File: config.mk
export PLATFORM = sky130hd
export DESIGN_NAME = motor_speed_pwm_controller_unit
export DESIGN_NICKNAME = d
export VERILOG_FILES = /design/src/mspc_pkg.sv /design/src/motor_speed_pwm_controller_unit.sv /design/src/mspc_core.sv /design/src/mspc_disp.sv
export SDC_FILE = /design/constraint.sdc
export NUM_CORES = 1
export LEC_CHECK = 0
export ABC_AREA = 1
export BUFFER_PORTS_ARGS = -buffer_cell sky130_fd_sc_hd__buf_2
export CAP_MARGIN = 40
export CORE_AREA = 3 3 228 230
export DETAILED_ROUTE_END_ITERATION = 7
export DIE_AREA = 0 0 231 233
export GPL_TIMING_DRIVEN = 0
export MAX_ROUTING_LAYER = met4
export PLACE_DENSITY = 0.48
export SYNTH_ARGS = -nofsm -noshare
export SYNTH_HDL_FRONTEND = slang
export SYNTH_SLANG_ARGS = --single-unit
File: constraint.sdc
create_clock -name clock -period 8.2 [get_ports clock]
set_input_delay 1.64 -clock clock [delete_from_list [all_inputs] [get_ports clock]]
set_output_delay 1.64 -clock clock [all_outputs]
set_load 0.1 [all_outputs]
File: src/mspc_pkg.sv
`timescale 1ns / 1ps
// ----------------------------------------------------------------------------
// mspc_pkg: shared types and constants of the motor speed PWM controller
// Register indexes, limits, the configuration bundle, the gate-event bundle
// and the seven-segment / decimal split helpers.
// ----------------------------------------------------------------------------
package mspc_pkg;

   // configuration register indexes
   localparam logic [2:0] CSR_SPEED_HIGH   = 3'd0;
   localparam logic [2:0] CSR_SPEED_LOW    = 3'd1;
   localparam logic [2:0] CSR_GATE_TICKS   = 3'd2;
   localparam logic [2:0] CSR_ADJUST_TICKS = 3'd3;
   localparam logic [2:0] CSR_KEY_TICKS    = 3'd4;
   localparam logic [2:0] CSR_LED_TICKS    = 3'd5;
   localparam logic [2:0] CSR_DIGIT_TICKS  = 3'd6;
   localparam logic [2:0] CSR_PWM_PERIOD   = 3'd7;

   localparam logic [6:0] SETPOINT_MAX   = 7'd99;
   localparam logic [6:0] SETPOINT_RESET = 7'd40;
   localparam logic [6:0] DUTY_MAX       = 7'd99;
   localparam logic [6:0] DUTY_MIN       = 7'd1;
   localparam logic [6:0] SHOWN_MAX      = 7'd99;
   localparam logic [7:0] SEG_BLANK      = 8'hFF;
   localparam logic [7:0] SEL_NONE       = 8'hFF;

   // display positions that the gate event refreshes
   localparam int unsigned STORED_DIGITS = 6;

   typedef struct packed {
      logic [9:0] speed_high;
      logic [9:0] speed_low;
      logic [9:0] gate_ticks;
      logic [9:0] adjust_ticks;
      logic [7:0] key_ticks;
      logic [7:0] led_ticks;
      logic [7:0] digit_ticks;
      logic [6:0] pwm_period;
   } cfg_type;

   // gate window closing: new setpoint and speed clipped for display
   typedef struct packed {
      logic       fire;
      logic [6:0] setpoint;
      logic [6:0] shown;
   } gate_info_type;

   function automatic logic [7:0] seg_code(input logic [3:0] d);
      logic [7:0] c;
      case (d)
         4'd0:    c = 8'hC0;
         4'd1:    c = 8'hF9;
         4'd2:    c = 8'hA4;
         4'd3:    c = 8'hB0;
         4'd4:    c = 8'h99;
         4'd5:    c = 8'h92;
         4'd6:    c = 8'h82;
         4'd7:    c = 8'hF8;
         4'd8:    c = 8'h80;
         4'd9:    c = 8'h90;
         default: c = SEG_BLANK;
      endcase
      return c;
   endfunction

   // tens of a value up to 99: multiply by 205/2048
   function automatic logic [3:0] dec_tens(input logic [6:0] v);
      logic [14:0] p;
      p = 15'(v) * 15'd205;
      return p[14:11];
   endfunction

   function automatic logic [3:0] dec_units(input logic [6:0] v);
      logic [6:0] t10;
      t10 = 7'(dec_tens(v)) * 7'd10;
      return 4'(v - t10);
   endfunction

endpackage

File: src/motor_speed_pwm_controller_unit.sv
`timescale 1ns / 1ps
// ----------------------------------------------------------------------------
// motor_speed_pwm_controller_unit: DC motor PWM speed control, top level
// Millisecond tick beats in, one status beat out per tick.
// ----------------------------------------------------------------------------
// Each req beat is one millisecond tick with the tachometer pulse count and
// the three key levels; each produces exactly one rsp beat carrying the PWM
// drive level, the alarm LED level, the multiplexed display drive, setpoint,
// measured speed and duty. A beat sits in an input register, the whole tick
// update (counters, keys, LED, PWM, gate, duty step, display scan) is worked
// out from it, and the result lands in an output register; one beat is taken
// every cycle while the output is not stalled by rsp_tready. The output
// register decouples the sides, so a new req beat is taken while a result
// still waits, and only a full pipe with rsp_tready low holds req_tready low.
// Configuration registers are written through csr_* and should only change
// while no beat is in flight.
// ----------------------------------------------------------------------------
module motor_speed_pwm_controller_unit #(
   parameter int unsigned NUM_DIGITS = 6
) (
   input  logic        clock,
   input  logic        reset,
   // req_tdata: [2:0] tach_pulses, [3] key_down, [4] key_up, [5] key_stop
   input  logic        req_tvalid,
   output logic        req_tready,
   input  logic [7:0]  req_tdata,
   // rsp_tdata: [0] motor_enable, [1] alarm_led, [9:2] digit_select,
   // [17:10] segments, [24:18] setpoint, [34:25] measured_speed,
   // [41:35] duty, [47:42] zero
   output logic        rsp_tvalid,
   input  logic        rsp_tready,
   output logic [47:0] rsp_tdata,
   input  logic        csr_we,
   input  logic [2:0]  csr_addr,
   input  logic [9:0]  csr_wdata
);
   import mspc_pkg::*;

   cfg_type       cfg_ff;
   logic          in_valid_ff, in_valid_in;
   logic [7:0]    in_data_ff;
   logic          out_valid_ff, out_valid_in;
   logic [47:0]   out_data_ff;

   logic          out_free;
   logic          step;
   gate_info_type gate;
   logic          motor_level_in, led_level_in;
   logic [6:0]    target_in, duty_in;
   logic [9:0]    speed_in;
   logic [7:0]    select_in, segments_in;

   // ---- handshake and pipe control ----
   assign out_free     = !out_valid_ff || rsp_tready;
   assign step         = in_valid_ff && out_free;
   assign req_tready   = !in_valid_ff || out_free;
   assign in_valid_in  = req_tready ? req_tvalid : in_valid_ff;
   assign out_valid_in = out_free ? in_valid_ff : 1'b1;

   assign rsp_tvalid   = out_valid_ff;
   assign rsp_tdata    = out_data_ff;

   always_ff @(posedge clock) begin
      if (reset) begin
         in_valid_ff  <= 1'b0;
         out_valid_ff <= 1'b0;
      end else begin
         in_valid_ff  <= in_valid_in;
         out_valid_ff <= out_valid_in;
      end
   end

   // payload registers
   always_ff @(posedge clock) begin
      if (req_tvalid && req_tready) in_data_ff <= req_tdata;
      if (step) begin
         out_data_ff <= {6'd0, duty_in, speed_in, target_in, segments_in,
                         select_in, led_level_in, motor_level_in};
      end
   end

   // ---- configuration registers ----
   always_ff @(posedge clock) begin
      if (reset) begin
         cfg_ff.speed_high   <= 10'd30;
         cfg_ff.speed_low    <= 10'd10;
         cfg_ff.gate_ticks   <= 10'd1000;
         cfg_ff.adjust_ticks <= 10'd999;
         cfg_ff.key_ticks    <= 8'd150;
         cfg_ff.led_ticks    <= 8'd200;
         cfg_ff.digit_ticks  <= 8'd4;
         cfg_ff.pwm_period   <= 7'd100;
      end else if (csr_we) begin
         case (csr_addr)
            CSR_SPEED_HIGH:   cfg_ff.speed_high   <= csr_wdata;
            CSR_SPEED_LOW:    cfg_ff.speed_low    <= csr_wdata;
            CSR_GATE_TICKS:   cfg_ff.gate_ticks   <= csr_wdata;
            CSR_ADJUST_TICKS: cfg_ff.adjust_ticks <= csr_wdata;
            CSR_KEY_TICKS:    cfg_ff.key_ticks    <= csr_wdata[7:0];
            CSR_LED_TICKS:    cfg_ff.led_ticks    <= csr_wdata[7:0];
            CSR_DIGIT_TICKS:  cfg_ff.digit_ticks  <= csr_wdata[7:0];
            CSR_PWM_PERIOD:   cfg_ff.pwm_period   <= csr_wdata[6:0];
            default: ;
         endcase
      end
   end

   // ---- tick processing ----
   mspc_core u_core (
      .clock          (clock),
      .reset          (reset),
      .step           (step),
      .cfg            (cfg_ff),
      .tach_pulses    (in_data_ff[2:0]),
      .key_down       (in_data_ff[3]),
      .key_up         (in_data_ff[4]),
      .key_stop       (in_data_ff[5]),
      .gate           (gate),
      .motor_level_in (motor_level_in),
      .led_level_in   (led_level_in),
      .target_in      (target_in),
      .speed_in       (speed_in),
      .duty_in        (duty_in)
   );

   mspc_disp #(
      .NUM_DIGITS (NUM_DIGITS)
   ) u_disp (
      .clock       (clock),
      .reset       (reset),
      .step        (step),
      .digit_ticks (cfg_ff.digit_ticks),
      .gate        (gate),
      .select_in   (select_in),
      .segments_in (segments_in)
   );

   // an accepted beat always lands in the input register
   a_accept_lands: assert property (@(posedge clock) disable iff (reset)
      (req_tvalid && req_tready) |=> in_valid_ff)
      else $error("accepted beat lost");

   // a processed beat always produces a result
   a_step_result: assert property (@(posedge clock) disable iff (reset)
      step |=> out_valid_ff)
      else $error("processed beat gave no result");

   // a beat blocked by a full output stays put
   a_stall_hold: assert property (@(posedge clock) disable iff (reset)
      (in_valid_ff && !out_free) |=> in_valid_ff && $stable(in_data_ff))
      else $error("stalled beat dropped");

endmodule

File: src/mspc_core.sv
`timescale 1ns / 1ps
// ----------------------------------------------------------------------------
// mspc_core: interval counters, keys, alarm LED, PWM, speed gate, duty step
// Holds the control state and gives its next values for the current beat.
// ----------------------------------------------------------------------------
module mspc_core (
   input  logic                  clock,
   input  logic                  reset,
   input  logic                  step,
   input  mspc_pkg::cfg_type     cfg,
   input  logic [2:0]            tach_pulses,
   input  logic                  key_down,
   input  logic                  key_up,
   input  logic                  key_stop,
   output mspc_pkg::gate_info_type gate,
   output logic                  motor_level_in,
   output logic                  led_level_in,
   output logic [6:0]            target_in,
   output logic [9:0]            speed_in,
   output logic [6:0]            duty_in
);
   import mspc_pkg::*;

   logic [9:0] gate_count_ff, gate_count_in;
   logic [9:0] adjust_count_ff, adjust_count_in;
   logic [7:0] key_count_ff, key_count_in;
   logic [7:0] led_count_ff, led_count_in;
   logic [6:0] pwm_count_ff, pwm_count_in;
   logic [9:0] accum_ff, accum_in;
   logic [9:0] speed_ff;
   logic [6:0] target_ff;
   logic [6:0] duty_ff;
   logic       led_level_ff;
   logic       motor_level_ff;

   logic [9:0]  gate_inc, adjust_inc;
   logic [7:0]  key_inc, led_inc;
   logic [6:0]  pwm_inc;
   logic [10:0] accum_sum;
   logic        gate_fire;

   always_comb begin
      gate_inc   = (&gate_count_ff)   ? gate_count_ff   : gate_count_ff + 10'd1;
      adjust_inc = (&adjust_count_ff) ? adjust_count_ff : adjust_count_ff + 10'd1;
      key_inc    = (&key_count_ff)    ? key_count_ff    : key_count_ff + 8'd1;
      led_inc    = (&led_count_ff)    ? led_count_ff    : led_count_ff + 8'd1;
      pwm_inc    = (&pwm_count_ff)    ? pwm_count_ff    : pwm_count_ff + 7'd1;
      accum_sum  = 11'(accum_ff) + 11'(tach_pulses);

      gate_count_in   = gate_count_ff;
      adjust_count_in = adjust_count_ff;
      key_count_in    = key_count_ff;
      led_count_in    = led_count_ff;
      pwm_count_in    = pwm_count_ff;
      accum_in        = accum_ff;
      speed_in        = speed_ff;
      target_in       = target_ff;
      duty_in         = duty_ff;
      led_level_in    = led_level_ff;
      motor_level_in  = motor_level_ff;
      gate_fire       = 1'b0;

      if (step) begin
         gate_count_in   = gate_inc;
         adjust_count_in = adjust_inc;
         key_count_in    = key_inc;
         led_count_in    = led_inc;
         pwm_count_in    = pwm_inc;
         accum_in        = accum_sum[10] ? 10'h3FF : accum_sum[9:0];

         // keys: down beats up, up beats stop
         if (key_inc >= cfg.key_ticks) begin
            key_count_in = '0;
            if (key_down) begin
               if (target_ff != 7'd0) target_in = target_ff - 7'd1;
            end else if (key_up) begin
               if (target_ff < SETPOINT_MAX) target_in = target_ff + 7'd1;
            end else if (key_stop) begin
               target_in = '0;
            end
         end

         // alarm LED sees the speed of the previous gate
         if (led_inc >= cfg.led_ticks) begin
            led_count_in = '0;
            if (speed_ff > cfg.speed_high || speed_ff < cfg.speed_low) begin
               led_level_in = ~led_level_ff;
            end else begin
               led_level_in = 1'b1;
            end
         end

         // PWM compares against the duty held before this beat's step
         if (pwm_inc >= cfg.pwm_period) begin
            pwm_count_in   = '0;
            motor_level_in = 1'b1;
         end else if (pwm_inc == duty_ff) begin
            motor_level_in = 1'b0;
         end

         if (gate_inc >= cfg.gate_ticks) begin
            gate_count_in = '0;
            gate_fire     = 1'b1;
            speed_in      = accum_in;
            accum_in      = '0;
         end

         if (adjust_inc >= cfg.adjust_ticks) begin
            adjust_count_in = '0;
            if (11'(speed_in) > 11'(target_in) + 11'd1) begin
               if (duty_ff < DUTY_MAX) duty_in = duty_ff + 7'd1;
            end else if (11'(speed_in) + 11'd1 < 11'(target_in)) begin
               if (duty_ff > DUTY_MIN) duty_in = duty_ff - 7'd1;
            end
         end
      end

      gate.fire     = gate_fire;
      gate.setpoint = target_in;
      gate.shown    = (speed_in > 10'(SHOWN_MAX)) ? SHOWN_MAX : speed_in[6:0];
   end

   always_ff @(posedge clock) begin
      if (reset) begin
         gate_count_ff   <= '0;
         adjust_count_ff <= '0;
         key_count_ff    <= '0;
         led_count_ff    <= '0;
         pwm_count_ff    <= '0;
         accum_ff        <= '0;
         speed_ff        <= '0;
         target_ff       <= SETPOINT_RESET;
         duty_ff         <= DUTY_MAX;
         led_level_ff    <= 1'b1;
         motor_level_ff  <= 1'b1;
      end else begin
         gate_count_ff   <= gate_count_in;
         adjust_count_ff <= adjust_count_in;
         key_count_ff    <= key_count_in;
         led_count_ff    <= led_count_in;
         pwm_count_ff    <= pwm_count_in;
         accum_ff        <= accum_in;
         speed_ff        <= speed_in;
         target_ff       <= target_in;
         duty_ff         <= duty_in;
         led_level_ff    <= led_level_in;
         motor_level_ff  <= motor_level_in;
      end
   end

   a_duty_range: assert property (@(posedge clock) disable iff (reset)
      duty_ff >= DUTY_MIN && duty_ff <= DUTY_MAX)
      else $error("duty left its range");

   a_target_range: assert property (@(posedge clock) disable iff (reset)
      target_ff <= SETPOINT_MAX)
      else $error("setpoint above limit");

   a_speed_hold: assert property (@(posedge clock) disable iff (reset)
      !step |=> $stable(speed_ff) && $stable(duty_ff) && $stable(target_ff))
      else $error("control state moved without a beat");

endmodule

File: src/mspc_disp.sv
`timescale 1ns / 1ps
// ----------------------------------------------------------------------------
// mspc_disp: seven-segment digit store and display multiplexer
// Refreshes the store on a gate event and scans one digit per interval.
// ----------------------------------------------------------------------------
module mspc_disp #(
   parameter int unsigned NUM_DIGITS = 6
) (
   input  logic                    clock,
   input  logic                    reset,
   input  logic                    step,
   input  logic [7:0]              digit_ticks,
   input  mspc_pkg::gate_info_type gate,
   output logic [7:0]              select_in,
   output logic [7:0]              segments_in
);
   import mspc_pkg::*;

   localparam int unsigned IDX_W = (NUM_DIGITS > 1) ? $clog2(NUM_DIGITS) : 1;

   logic [7:0]       store_ff [NUM_DIGITS];
   logic [7:0]       store_in [NUM_DIGITS];
   logic [IDX_W-1:0] index_ff, index_in;
   logic [7:0]       count_ff, count_in;
   logic [7:0]       select_ff, segments_ff;

   logic [7:0]       count_inc;
   logic [IDX_W-1:0] cur;
   logic [IDX_W:0]   nxt;

   function automatic logic [7:0] digit_code(input int unsigned pos,
                                             input gate_info_type g);
      logic [7:0] c;
      case (pos)
         0:       c = seg_code(dec_units(g.shown));
         1:       c = seg_code(dec_tens(g.shown));
         3:       c = seg_code(dec_units(g.setpoint));
         4:       c = seg_code(dec_tens(g.setpoint));
         default: c = SEG_BLANK;
      endcase
      return c;
   endfunction

   always_comb begin
      for (int unsigned p = 0; p < NUM_DIGITS; p++) begin
         store_in[p] = (step && gate.fire && p < STORED_DIGITS) ? digit_code(p, gate)
                                                                  : store_ff[p];
      end

      count_inc   = (&count_ff) ? count_ff : count_ff + 8'd1;
      cur         = (32'(index_ff) >= NUM_DIGITS) ? '0 : index_ff;
      nxt         = (IDX_W + 1)'(cur) + (IDX_W + 1)'(1);
      count_in    = count_ff;
      index_in    = index_ff;
      select_in   = select_ff;
      segments_in = segments_ff;

      if (step) begin
         count_in = count_inc;
         if (count_inc >= digit_ticks) begin
            count_in    = '0;
            select_in   = ~(8'd1 << cur);
            segments_in = store_in[cur];
            index_in    = (32'(nxt) >= NUM_DIGITS) ? '0 : nxt[IDX_W-1:0];
         end
      end
   end

   always_ff @(posedge clock) begin
      if (reset) begin
         for (int unsigned p = 0; p < NUM_DIGITS; p++) store_ff[p] <= '0;
         index_ff    <= '0;
         count_ff    <= '0;
         select_ff   <= SEL_NONE;
         segments_ff <= SEG_BLANK;
      end else begin
         for (int unsigned p = 0; p < NUM_DIGITS; p++) store_ff[p] <= store_in[p];
         index_ff    <= index_in;
         count_ff    <= count_in;
         select_ff   <= select_in;
         segments_ff <= segments_in;
      end
   end

endmodule

==> results of run 1 <==
==> registers in the layout, summed over array words and instances, names as in the netlist, 3 cells and up <==
register                count
u_disp.store_ff            48
in_data_ff                  6
u_disp.select_ff            8
u_disp.index_ff             3
u_core.adjust_count_ff     10
cfg_ff                     71
u_disp.count_ff             8
u_core.duty_ff              7
u_core.pwm_count_ff         7
u_core.speed_ff            10
rsp_tdata                  42
u_core.key_count_ff         8
u_core.accum_ff            10
u_core.led_count_ff         8
u_core.target_ff            7
u_core.gate_count_ff       10
u_disp.segments_ff          8
==> Yosys cell counts (all sizes together) (2+ instances only) <==
master	count
nand2	514
inv	361
nor2	244
dfxtp	227
ha	187
nand3	155
a21oi	149
o21ai	134
clkbuf	49
edfxtp	48
xor2	41
o211ai	34
nor3	26
buf	24
a22oi	23
or2	20
fa	18
nand4	17
o21a	13
xnor2	13
a31oi	9
o22ai	8
nor4	6
a211oi	5
a21boi	5
o21bai	4
a21o	3
a221oi	3
mux2i	3
nand3b	3
o2111ai	2
o221ai	2
o311ai	2
o41ai	2
==> path summary, 6_finish.rpt <==
kind,start,to,slack [ns]
worst max-delay path,u_core.key_count_ff[0],rsp_tdata[10],0.41
worst min-delay path,u_disp.select_ff[6],u_disp.select_ff[6],0.45
worst max register to register,u_core.key_count_ff[0],rsp_tdata[10],0.41
worst min register to register,u_disp.select_ff[6],u_disp.select_ff[6],0.45
==> through the flow <==
| step | setup WS, ns | hold slack (ns) | std cells | setup TNS, ns | cell area, um^2 |
|---|---|---|---|---|---|
| finish | 0.410 | 0.449 | 3233 | 0 | 21000 |
| detailed placement | -1.51 | 0.434 | 3115 | -32.08 | 18800 |
| global route | -0.0871 | 0.478 | 3233 | -0.472 | 21000 |
| floorplan | 0.481 | 0.416 | 2369 | 0 | 17600 |
| CTS | 0.00877 | 0.449 | 3212 | 0 | 20400 |
| global placement | -1.48 | 0.427 | 3107 | -33.45 | 18700 |
==> cell families after synthesis <==
group                    count (synthesis)  synth area share, %
AND/OR/NAND/NOR                        987                 24.4
adder cells (fa/ha/maj)                205                 15.4
XOR/XNOR                                54                 2.74
flip-flops                             275                 34.1
AO/OA/AOI/OAI                          403                 13.4
other                                    1               0.0214
multiplexers                             4                0.235
buffers and inverters                  435                 9.76
==> power by group <==
part | internal [mW] | total, mW | leakage [nW] | switching (mW)
Clock | 0.819 | 1.44 | 0.509 | 0.622
Sequential | 1.40 | 1.41 | 2.23 | 0.0133
Combinational | 0.237 | 0.724 | 6.88 | 0.487
==> metal layers <==
metal / up-vias / GRT usage (%)
li1: 8037 / -
met1: 7284 / 24.2
met2: 264 / 32.0
met3: 84 / 2.58
met4: 0 / 6.41
met5: - / -
==> worst min-delay path, delay by kind of cell, from the launching register on <==
kind,cells,cell delay [ns]
flip-flops,1,0.30
buffers and inverters,1,0.04
AND/OR/NAND/NOR,1,0.07
==> cell type report <==
type                       instances  area [um^2]  area share, %
inverter                         362         1370           6.53
buffer                            73          393           1.87
sequential                       275         6000           28.5
multi-input combinational       1659        10500           50.0
timing repair buffer             131          877           4.17
clock buffer                      49          958           4.56
tap                              672          841           4.00
clock inverter                    12         76.3          0.363
==> what timing repair did <==
action,in CTS,in global routing
buffers inserted,36,20
resized for setup,61,126
hold endpoints to repair,0,0
endpoints found under the setup margin,37,28
pin swaps,22,46
==> impl_metrics.csv, run 1 <==
group,metric,value,unit
outcome,status,"complete, no violations",
clocking,h-tree-depth,2,
synth,syn_inst,2364,
final_layout,final_common_cell,"nand2_1",
critical_path,cp_slowest_stage_delay,0.48,ns
final_layout,nNetsFinal,2768,
synth,ys_async_sr_fraction,0,%
placement,io_buffers,66,
final_layout,fillers,5257,
critical_path,cp_slowest_cell,"fa_1",
sta,tightest_slew,0.874,ns
drt,vias_per_cell,4.85,
min_path,min_path_type,"reg -> reg",
clocking,cts_made_buffers,35,
global_route,grt_pass1_vias,15097,
global_route,overflow,0,
placement,dp_hpwl,37.9,mm
floorplan,ioPinCount,76,
sta,fin_crit_sh,95.0,%
synth,synth_top_area_cell,"dfxtp_1",
pwr,irDropWorstVdd,0.170,mV
clocking,root_buffer,"clkbuf_16",
sta,setup_viol,0,
sta,maxSlewHeadroom,41.7,%
drt,wl_per_cell,15.8,um
final_layout,layout_common_cells,"443 x nand2_1, 344 x inv_1, 223 x dfxtp_1",
global_route,grt_max_degree,32,
synth,syn_area,17600,um^2
synth,synth_flop_cell,"dfxtp_1",
synth,ys_seq_area_share,34.1,%
sta,drv_slew,0,
critical_path,criticalPathCategory,"reg -> reg",
synth,synth.distinct_cells,63,
critical_path,reg2regPathDepth,41,
final_layout,drive_above_1_share,16.3,%
min_path,whs_path_depth,2,
drt,wl_met1,23.7,mm
drt,drtAntennaViolNets,0,
critical_path,cp-end-kind,"register",
critical_path,path_common_cell,"nand2_1",
floorplan,fp.dieW,231,um
synth,synthTopCellsByArea,"dfxtp_1 26%, ha_1 13%, nand2_1 10%, edfxtp_1 8.2%, inv_1 7.5%",
flow_run,drv_cap,0,
critical_path,cp.depth,41,
sta,min_period,7.79,ns
drt,drc,0,
final_layout,antenna_cells,0,
drt,wl_met2,24.0,mm
floorplan,start_util,35.1,%
clocking,clk_latency,0.56,ns
drt,drtPass1Iterations,5,
floorplan,dieHeight,233,um
clocking,cts_tree,"done",
synth,yosysTopAreaCellShare,25.9,%
global_route,antenna_found_initial,1,
sta,hold_viol_final,0,
pwr,power_per_cell_area,170,nW/um^2
floorplan,core,50100,um^2
floorplan,rows,82,
synth,yosysWarnings,0,
critical_path,cp-start-kind,"register",
sta,clock_skew,0.0213,ns
drt,vias,15669,
clocking,cts_hold_buf,0,
global_route,grtUsageTotal,19.3,%
sta,fmax,128,MHz
synth,ys_ff_latch,275,
critical_path,crit_fanout,10,
synth,synth-edff-count,48,
critical_path,cp_top_family,"adder cells",
clocking,clockBufferDepth,3,
drt,first_iter_violations,918,
global_route,grt_pass1_wl,80.1,mm
synth,synth_area_per_cell,7.42,um^2
clocking,cts_sinks,275,
floorplan,die_area,53800,um^2
final_layout,final_util,42.0,%
placement,place.gp.congestion,0.880,
pwr,power,3.58,mW
pwr,power_leakage,9.62,nW
drt,routed_wl,51.2,mm
critical_path,cp_data_arrival_time,8.09,ns
clocking,clkSlewWorstSetupHoldPaths,0.06,ns
sta,rsz0062_at_grt,"true",
critical_path,required,8.50,ns
critical_path,path_buf_inv,6,
drt,wl_met3,1.94,mm
final_layout,syn_to_final_growth,19.8,%
drt,top_layer,"met4",
No activity file was read; power rests on OpenSTA's default activity.
==> run 2: changes to the inputs <==
--- a/config.mk
+++ b/config.mk
@@ -8,12 +8,13 @@
 export ABC_AREA = 1
 export BUFFER_PORTS_ARGS = -buffer_cell sky130_fd_sc_hd__buf_2
 export CAP_MARGIN = 40
-export CORE_AREA = 3 3 228 230
+export CORE_AREA = 3 3 180 182
+export CTS_CLUSTER_SIZE = 28
 export DETAILED_ROUTE_END_ITERATION = 7
-export DIE_AREA = 0 0 231 233
+export DIE_AREA = 0 0 183 185
 export GPL_TIMING_DRIVEN = 0
 export MAX_ROUTING_LAYER = met4
-export PLACE_DENSITY = 0.48
+export PLACE_DENSITY = 0.73
 export SYNTH_ARGS = -nofsm -noshare
 export SYNTH_HDL_FRONTEND = slang
 export SYNTH_SLANG_ARGS = --single-unit
==> impl_metrics.csv, run 2 (synthesis results as in run 1) <==
group,metric,value,unit
sta,drv_slew,0,
critical_path,reg2regPathDepth,51,
sta,setup_viol,0,
final_layout,nNetsFinal,2750,
drt,vias,16060,
critical_path,cp_slowest_stage_delay,0.52,ns
sta,fmax,127,MHz
critical_path,required,8.52,ns
global_route,overflow,0,
final_layout,multi_input_area,10400,um^2
clocking,root_buffer,"clkbuf_16",
final_layout,layout_common_cells,"463 x nand2_1, 343 x inv_1, 222 x dfxtp_1",
critical_path,cp.depth,51,
critical_path,reg2reg_slack,0.30,ns
placement,dp_hpwl,34.1,mm
critical_path,cp_slowest_cell,"fa_2",
drt,drtAntennaViolNets,0,
sta,holdWs,0.454,ns
floorplan,rows,64,
critical_path,cp-endpoint,"rsp_tdata[11]",
clocking,clk_latency,0.57,ns
critical_path,path_common_cell,"nand2_1",
min_path,min_path_type,"reg -> reg",
clocking,clockBufferDepth,3,
global_route,grt_pass1_wl,74.3,mm
final_layout,largest_reg_flops,71,
sta,clock_skew,0.0217,ns
sta,fin_tns_setup,0,ns
global_route,grt_max_degree,31,
floorplan,fp.dieW,183,um
pwr,power_per_cell_area,173,nW/um^2
final_layout,top_register,"cfg_ff",
sta,hold_viol_final,0,
flow_run,drv_cap,0,
clocking,cts_made_buffers,30,
critical_path,cp-end-kind,"register",
final_layout,final_common_cell,"nand2_1",
drt,routed_wl,46.8,mm
sta,maxSlewHeadroom,39.4,%
sta,min_period,7.90,ns
drt,drtPass1Iterations,6,
outcome,status,"complete, no violations",
final_layout,antenna_cells,0,
placement,place.gp.congestion,0.956,
critical_path,crit_fanout,10,
final_layout,drive_above_1_share,15.1,%
floorplan,dieHeight,185,um
final_layout,fin_area,20400,um^2
clocking,clkSlewWorstSetupHoldPaths,0.06,ns
global_route,grt_pass1_vias,15306,
placement,io_buffers,66,
drt,first_iter_violations,1009,
critical_path,path_buf_inv,10,
clocking,cts_hold_buf,0,
final_layout,syn_to_final_growth,16.3,%
critical_path,r2r-start,"u_core.gate_count_ff[0]",
final_layout,seq_area,6000,um^2
clocking,cts_tree,"done",
clocking,cts_sinks,275,
global_route,antenna_found_initial,1,
placement,post_dp_cell_area,18400,um^2
final_layout,fillers,2666,
pwr,power_leakage,9.54,nW
floorplan,die_area,33900,um^2
sta,fin_crit_sh,96.3,%
sta,tightest_slew,0.909,ns
critical_path,rr_endpoint,"rsp_tdata[11]",
critical_path,crit_start,"u_core.gate_count_ff[0]",
floorplan,core,30700,um^2
floorplan,start_util,57.1,%
critical_path,cp_top_family,"simple AND/OR/NAND/NOR gates",
global_route,grtUsageTotal,27.4,%
drt,wl_per_cell,15.9,um
drt,vias_per_cell,5.46,
critical_path,criticalPathCategory,"reg -> reg",
critical_path,cp_data_arrival_time,8.22,ns
pwr,irDropWorstVdd,0.176,mV
critical_path,cp-start-kind,"register",
drt,drc,0,
clocking,h-tree-depth,1,
floorplan,ioPinCount,76,
[run 2: report_power, final]
part | switching, mW | internal (mW) | total [mW]
sequential | 0.0132 | 1.40 | 1.41
clock | 0.574 | 0.830 | 1.40
combinational | 0.481 | 0.235 | 0.716
total | 1.07 | 2.47 | 3.53
[run 2: layout make-up]
class	count	area share (%)
repair buffers	118	3.65
well taps	396	2.43
clock buffers	35	4.13
clock inverters	21	0.950
multi-input cells	1659	50.9
plain buffers	73	1.86
inverters	362	6.70
flip-flops and latches	275	29.4
[run 2: worst min path at each step]
| stage | cells after the start | end | startpoint | slack, ns |
|---|---|---|---|---|
| floorplan | 2 | u_disp.select_ff[6] | u_disp.select_ff[6] | 0.42 |
| global placement | 2 | u_disp.select_ff[6] | u_disp.select_ff[6] | 0.43 |
| detailed placement | 2 | u_disp.select_ff[6] | u_disp.select_ff[6] | 0.44 |
| CTS | 2 | u_disp.store_ff[0][44] | u_disp.store_ff[0][44] | 0.46 |
| global route | 2 | u_disp.store_ff[0][44] | u_disp.store_ff[0][44] | 0.48 |
| finish | 2 | u_disp.select_ff[6] | u_disp.select_ff[6] | 0.45 |
[run 2: per-layer routing]
layer / part of all wire (%) / wire [um] / up-vias / GRT usage (%)
met3: 5.2 / 2450 / 128 / 3.02
met4: 3.4 / 1580 / 0 / 9.17
met2: 48 / 22700 / 455 / 47.6
li1: - / - / 8009 / -
met1: 43 / 20100 / 7468 / 33.4
met5: 0 / 0 / - / -
[run 2: worst min-delay path: cells and delay by family (launching register included)]
family,cells,cell delay (ns)
buffers and inverters,1,0.04
DFF,1,0.31
and+or+nand+nor,1,0.07
[run 2: per-stage QoR]
step                      power [mW]  util, %  worst slack (ns)  instances
after floorplan                 1.93        -             0.481       2369
after global placement          2.07     59.8             -1.19       2831
after detailed placement        2.08     60.0             -1.36       2835
after CTS                       3.50     64.6           0.00457       2920
after global routing            3.70     66.4            -0.144       2939
final                           3.53     66.4             0.305       2939
[run 2: repair_timing]
| action | in CTS | in global routing |
|---|---|---|
| gates resized for setup | 50 | 101 |
| setup endpoints to repair | 35 | 28 |
| setup buffers | 29 | 19 |
| pin swaps | 20 | 40 |
==> run 3: changes to the inputs <==
--- a/config.mk
+++ b/config.mk
@@ -15,6 +15,7 @@
 export GPL_TIMING_DRIVEN = 0
 export MAX_ROUTING_LAYER = met4
 export PLACE_DENSITY = 0.73
+export RECOVER_POWER = 25
 export SYNTH_ARGS = -nofsm -noshare
 export SYNTH_HDL_FRONTEND = slang
 export SYNTH_SLANG_ARGS = --single-unit
==> impl_metrics.csv, run 3 (synthesis results as in run 1) <==
group,metric,value,unit
min_path,min_path_type,"reg -> reg",
floorplan,core,30700,um^2
global_route,grtUsageTotal,27.4,%
drt,first_iter_violations,1020,
sta,fmax,127,MHz
sta,hold_viol_final,0,
critical_path,cp-end-kind,"register",
critical_path,path_common_cell,"nand2_1",
placement,place.gp.congestion,0.956,
sta,clock_skew,0.0221,ns
floorplan,dieHeight,185,um
placement,post_dp_cell_area,18400,um^2
global_route,overflow,0,
floorplan,start_util,57.1,%
floorplan,die_area,33900,um^2
final_layout,layoutNonFillerInstCount,2939,
pwr,power,3.53,mW
critical_path,cp_slowest_stage_delay,0.52,ns
final_layout,final_common_cell,"nand2_1",
outcome,status,"complete, no violations",
clocking,cts_sinks,275,
drt,routed_wl,46.7,mm
clocking,clk_latency,0.57,ns
pwr,power_leakage,9.52,nW
global_route,grt_pass1_vias,15306,
pwr,power_per_cell_area,173,nW/um^2
critical_path,cp_slowest_cell,"fa_2",
final_layout,fin_area,20400,um^2
floorplan,fp.dieW,183,um
final_layout,nNetsFinal,2750,
sta,drv_slew,0,
clocking,root_buffer,"clkbuf_16",
critical_path,required,8.52,ns
clocking,cts_made_buffers,30,
clocking,h-tree-depth,1,
final_layout,top_register,"cfg_ff",
clocking,cts_tree,"done",
final_layout,largest_reg_flops,71,
pwr,irDropWorstVdd,0.177,mV
sta,setup_viol,0,
drt,drtPass1Iterations,5,
floorplan,ioPinCount,76,
sta,tightest_slew,0.898,ns
drt,drc,0,
critical_path,cp_data_arrival_time,8.21,ns
critical_path,criticalPathCategory,"reg -> reg",
placement,dp_cells,2835,
placement,dp_hpwl,34.1,mm
global_route,grt_max_degree,31,
drt,wl_per_cell,15.9,um
clocking,clkSlewWorstSetupHoldPaths,0.06,ns
final_layout,antenna_cells,0,
clocking,clockBufferDepth,3,
sta,min_period,7.89,ns
final_layout,layout_common_cells,"463 x nand2_1, 344 x inv_1, 222 x dfxtp_1",
drt,vias,16000,
critical_path,cp-start-kind,"register",
sta,fin_crit_sh,96.3,%
placement,io_buffers,66,
clocking,cts_hold_buf,0,
final_layout,syn_to_final_growth,16.2,%
global_route,grt_pass1_wl,74.3,mm
flow_run,drv_cap,0,
final_layout,drive_above_1_share,14.8,%
floorplan,rows,64,
sta,maxSlewHeadroom,40.1,%
critical_path,crit_fanout,10,
drt,drtAntennaViolNets,0,
drt,vias_per_cell,5.44,
global_route,antenna_found_initial,1,
## run 3: final cells by class
class | count | area [um^2]
Buffer | 73 | 380
Clock buffer | 35 | 843
Clock inverter | 21 | 194
Fill cell | 2672 | 10400
Inverter | 362 | 1370
Multi-Input combinational cell | 1659 | 10400
Sequential cell | 275 | 6000
Tap cell | 396 | 495
Timing Repair Buffer | 118 | 728
## run 3: repair_timing
action,4_1_cts,5_1_grt
cloned,0,0
pin swaps,20,40
endpoints found under the setup margin,35,28
setup buffers,29,19
gates resized for setup,50,101
## run 3: final timing paths
kind,startpoint,to,slack (ns),depth (start not counted)
worst max register to register,u_core.gate_count_ff[0],rsp_tdata[11],0.31,51
worst min-delay path,u_disp.select_ff[6],u_disp.select_ff[6],0.45,2
worst min register to register,u_disp.select_ff[6],u_disp.select_ff[6],0.45,2
worst max-delay path,u_core.gate_count_ff[0],rsp_tdata[11],0.31,51
## run 3: where the power goes
part           internal (mW)  total, mW  switching [mW]  leakage (nW)
sequential              1.40       1.41          0.0132          2.23
combinational          0.235      0.715           0.480          6.78
clock                  0.830       1.40           0.575         0.509
total                   2.46       3.53            1.07          9.52
## run 3: worst max-delay path, delay by kind of cell (launching register included)
| kind | cells | cell delay (ns) |
|---|---|---|
| AOI/OAI and AO/OA | 4 | 0.82 |
| xor gates and xnor gates | 1 | 0.20 |
| adders and majority gates | 9 | 2.39 |
| buffers and inverters | 10 | 1.00 |
| DFF | 1 | 0.36 |
| and+or+nand+nor | 27 | 2.90 |
## run 3: stage by stage
stage          util (%)  setup WS (ns)  TNS, ns  hold slack [ns]
4_1_cts            64.6        0.00457        0            0.457
3_3_place_gp       59.8          -1.19   -22.57            0.430
5_1_grt            66.3         -0.144    -1.20            0.479
6_report           66.3          0.307        0            0.454
2_1_floorplan         -          0.481        0            0.416
3_5_place_dp       60.0          -1.36   -26.56            0.444
## run 3: routing by layer
metal  share of wire [%]  global-route usage, %  wire length, um  vias up
li1                    -                      -                -     8008
met1                  42                   33.4            19800     7432
met2                  49                   47.6            22700      437
met3                 5.6                   3.02             2640      123
met4                 3.4                   9.17             1580        0
met5                   0                      -                0        -
